===== src/rtl/core/rba_pkg.sv =====
// ----------------------------------------------------------------------------
// rba_pkg
// Shared constants and types for the ring block allocator.
// ----------------------------------------------------------------------------
package rba_pkg;

    localparam int POOL_SIZE = 4096;
    localparam int OFS_W     = $clog2(POOL_SIZE);
    localparam int LEN_W     = OFS_W + 1;
    localparam int SIZE_W    = 12;
    localparam int STAT_W    = 2;

    localparam logic CMD_ALLOC = 1'b0;
    localparam logic CMD_FREE  = 1'b1;

    localparam logic [STAT_W-1:0] ST_OK         = 2'd0;
    localparam logic [STAT_W-1:0] ST_ALLOC_FAIL = 2'd1;
    localparam logic [STAT_W-1:0] ST_BAD_FREE   = 2'd2;

    // controller -> datapath
    typedef struct packed {
        logic accept;   // latch transaction, start length read
        logic exec;     // evaluate command, update pointers, load result
        logic fill;     // write new block length at offset 0 after a wrap
    } rba_cmd_t;

    // datapath -> controller
    typedef struct packed {
        logic wrap;     // current alloc wraps and needs the extra fill write
    } rba_stat_t;

endpackage


===== src/rtl/core/rba_ctrl.sv =====
// ----------------------------------------------------------------------------
// rba_ctrl
// Sequencer: accept, evaluate, optional wrap write; owns output valid.
// ----------------------------------------------------------------------------
module rba_ctrl (
    input  logic              aclk,
    input  logic              aresetn,
    input  logic              s_tvalid,
    output logic              s_tready,
    output logic              m_tvalid,
    input  logic              m_tready,
    input  rba_pkg::rba_stat_t stat,
    output rba_pkg::rba_cmd_t  cmd
);
    import rba_pkg::*;

    typedef enum logic [2:0] {
        S_IDLE = 3'b001,
        S_EXEC = 3'b010,
        S_FILL = 3'b100
    } state_t;

    state_t state_reg, state_next;
    logic   m_tvalid_reg, m_tvalid_next;
    logic   out_free;

    assign out_free = !m_tvalid_reg || m_tready;
    assign s_tready = (state_reg == S_IDLE);
    assign m_tvalid = m_tvalid_reg;

    always_comb begin
        state_next    = state_reg;
        m_tvalid_next = m_tvalid_reg;
        cmd           = '0;
        if (m_tvalid_reg && m_tready) begin
            m_tvalid_next = 1'b0;
        end
        case (state_reg)
            S_IDLE: begin
                if (s_tvalid) begin
                    cmd.accept = 1'b1;
                    state_next = S_EXEC;
                end
            end
            S_EXEC: begin
                // hold until the result register can take the new transaction
                if (out_free) begin
                    cmd.exec      = 1'b1;
                    m_tvalid_next = 1'b1;
                    state_next    = stat.wrap ? S_FILL : S_IDLE;
                end
            end
            S_FILL: begin
                cmd.fill   = 1'b1;
                state_next = S_IDLE;
            end
            default: begin
                state_next = S_IDLE;
            end
        endcase
    end

    always_ff @(posedge aclk) begin
        if (!aresetn) begin
            state_reg    <= S_IDLE;
            m_tvalid_reg <= 1'b0;
        end else begin
            state_reg    <= state_next;
            m_tvalid_reg <= m_tvalid_next;
        end
    end

endmodule


===== config.mk =====
export PLATFORM = sky130hd
export DESIGN_NAME = rba_ctrl
export DESIGN_NICKNAME = d
export VERILOG_FILES = /design/src/rtl/core/rba_pkg.sv /design/src/rtl/core/rba_ctrl.sv
export SDC_FILE = /design/constraint.sdc
export NUM_CORES = 1
export LEC_CHECK = 0
export BUFFER_PORTS_ARGS = -buffer_cell sky130_fd_sc_hd__buf_2
export CAP_MARGIN = 0
export CORE_AREA = 2 2 39 41
export DETAILED_ROUTE_END_ITERATION = 6
export DIE_AREA = 0 0 41 43
export PLACE_DENSITY_LB_ADDON = 0.12
export RECOVER_POWER = 25
export SLEW_MARGIN = 30
export SYNTH_ARGS = -nofsm -noshare
export SYNTH_HDL_FRONTEND = slang
export SYNTH_SLANG_ARGS = --single-unit

===== constraint.sdc =====
create_clock -name aclk -period 2 [get_ports aclk]
set_clock_uncertainty 0.05 [all_clocks]
set_input_delay 0.3 -clock aclk [delete_from_list [all_inputs] [get_ports aclk]]
set_output_delay 0.3 -clock aclk [all_outputs]
set_load 0.005 [all_outputs]

==> results.md <==
* Post-CTS setup buffers at 0
* RSZ-0062 raised after global routing: false
* Chip Height at 43 microns
* WP data required at 1650 ps
* P_leak at 0.129 nW
* Clk buf depth at 2
* WP data arrival at 1030 ps
* Io pins at 10
* Ys async rst share at 0%
* Mapped cell area at 195 sq um
* DIE WIDTH at 41 microns
* Fin area at 283 sq um
* Global-route wire length before repair at 662 microns
* Final period utilization at 69.1%
* FP Rows at 14
* Ant. Diodes at 0
* DRC violations left at 0
* Area share of fa/ha/maj cells after synthesis at 0%
* CTS buffer count at 3
* Ys flop type: dfxtp_1
* Cell variety after synth at 13
* Syn Nets at 26
* Hold Fails Final Rpt at 0
* Commonest cells after routing, fill and taps aside: buf_2, dfxtp_1, clkbuf_4
* Final Critical Period at 1380 ps
* ANT nets after route at 0
* Slew Limit Fails at 0
* CTS H-tree lvls at 1
* CP endpoint kind: output pin
* Final setup TNS at 0 ps
* Cells after Synth at 21
* Worst slack, placed at 743 ps
* Grt ovf at 0
* Most common cell after layout, fill and taps aside: buf_2
* Core Util, Final at 20.4%
* Number of synthesized flops with an enable pin at 0
* Share of layout cells above drive strength 1 at 48.5%
* Initial Util at 14.1%
* Peak Freq at 723 MHz
* Number of flip-flops in the largest register at 3
* Yosys reg bits at 4
* Clk pin slew, worst setup/hold paths at 30 ps
* Latest clock arrival within the worst-skew pair at 230 ps
* CTS root buf: clkbuf_4
* Wire per inst at 8.02 microns
* Peak supply drop at 0.195 mV
* Post-synthesis simple-gate area fraction at 44.2%
* PD cells at 721 mW/mm^2
* Fill cells at 159
* Detailed Route WL at 393 microns
* Placed instance count at 46
* Slew margin rel. at 88.7%
* Seq/Total Area, Yosys at 41.0%
* Largest family of logic cells by synthesized area: simple AND/OR/NAND/NOR gates
* Tot Pwr at 204 uW
* Critical path class: reg2out
* RD Place Congestion at 0.648
* Initial DRT Pass Iterations at 4
* CTS tree: done
* Mux contribution to synthesized area at 0%
* Placed Instance Area at 260 sq um
* Die area at 0.00176 sq mm
* Final net count at 40
* Post-CTS Resized at 0
* Status: complete, no violations
* Vias at 184
* Syn. warnings at 0
* Initial antenna violation count at 0
* Synth Area in Compound Gates at 14.7%
* Global Route Usage Sum at 6.12%
* Worst min-delay path class: in2reg
* Clock Sinks at 4
* IO Port Bufs at 9
* Worst hold margin at 245 ps
* Hold Path Cell Cnt at 2
* Area delta synth->final at 44.9%
* Tightest Pin Transition at 170 ps
* R2R depth at 3
* Core area at 0.00138 sq mm
* First DRT Iteration DRCs at 2
* Post-Layout Cell Count at 49
* Vias in the first global route at 182
* Cts hold-fix bufs at 0
* Via density at 3.76
* Final-report setup violation count at 0
* Crit start category: register
* Max-cap viol count at 0
* Largest net degree at the start of global routing at 7
* Worst Path Max Fanout at 5
* Synth Area in XOR/XNOR at 0%
* Final worst slack at 618 ps
* Average size of a mapped cell at 9.29 sq um
## cell type report
cell class	count	area, sq um	area share, %
sequential	4	80.1	28.3
timing repair buffer	9	45.0	15.9
multi-input combinational	17	115	40.7
tap	16	20.0	7.08
clock buffer	3	22.5	7.96
## cell families (layout without fill, tap and decap cells)
logic type / count (synthesis) / after routing
DFF: 4 / 4
AOI/OAI and AO/OA: 4 / 4
and+or+nand+nor: 13 / 13
buffers and inverters: 0 / 12
## worst max-delay path: stages, from the launching register on
cell and delay, ps:
dfxtp_1 290, and2b_2 220, nor3_1 160, buf_2 130
## synth_stat cells, types with 2 or more instances
cell type  instances  area [sq um]
nor3_1             2          10.0
nand2_1            2          7.51
dfxtp_1            4          80.1
nor3b_1            2          15.0
and2b_2            2          17.5
nand2b_1           2          12.5
## where the power goes
group	switching [mW]	internal, mW	total (mW)
clock	0.0286	0.0668	0.0954
combinational	0.00850	0.0129	0.0214
sequential	0.00363	0.0836	0.0872
total	0.0407	0.163	0.204
## layer usage
metal | global-route usage (%) | share of wire [%] | routed length (microns) | vias to the layer above
met1 | 6.41 | 41 | 161 | 75
met3 | 4.71 | 15 | 58 | 0
li1 | - | - | - | 101
met4 | 6.00 | 0 | 0 | 0
met2 | 7.19 | 44 | 173 | 8
met5 | 0 | 0 | 0 | -
## final timing paths
kind	start	to	slack, ps
worst min register to register	state_reg[0]	state_reg[1]	510
worst max register to register	state_reg[1]	state_reg[0]	1050
worst min-delay path	aresetn	m_tvalid	240
worst max-delay path	m_tvalid	cmd[1]	620
(Power assumes the default switching activity.)
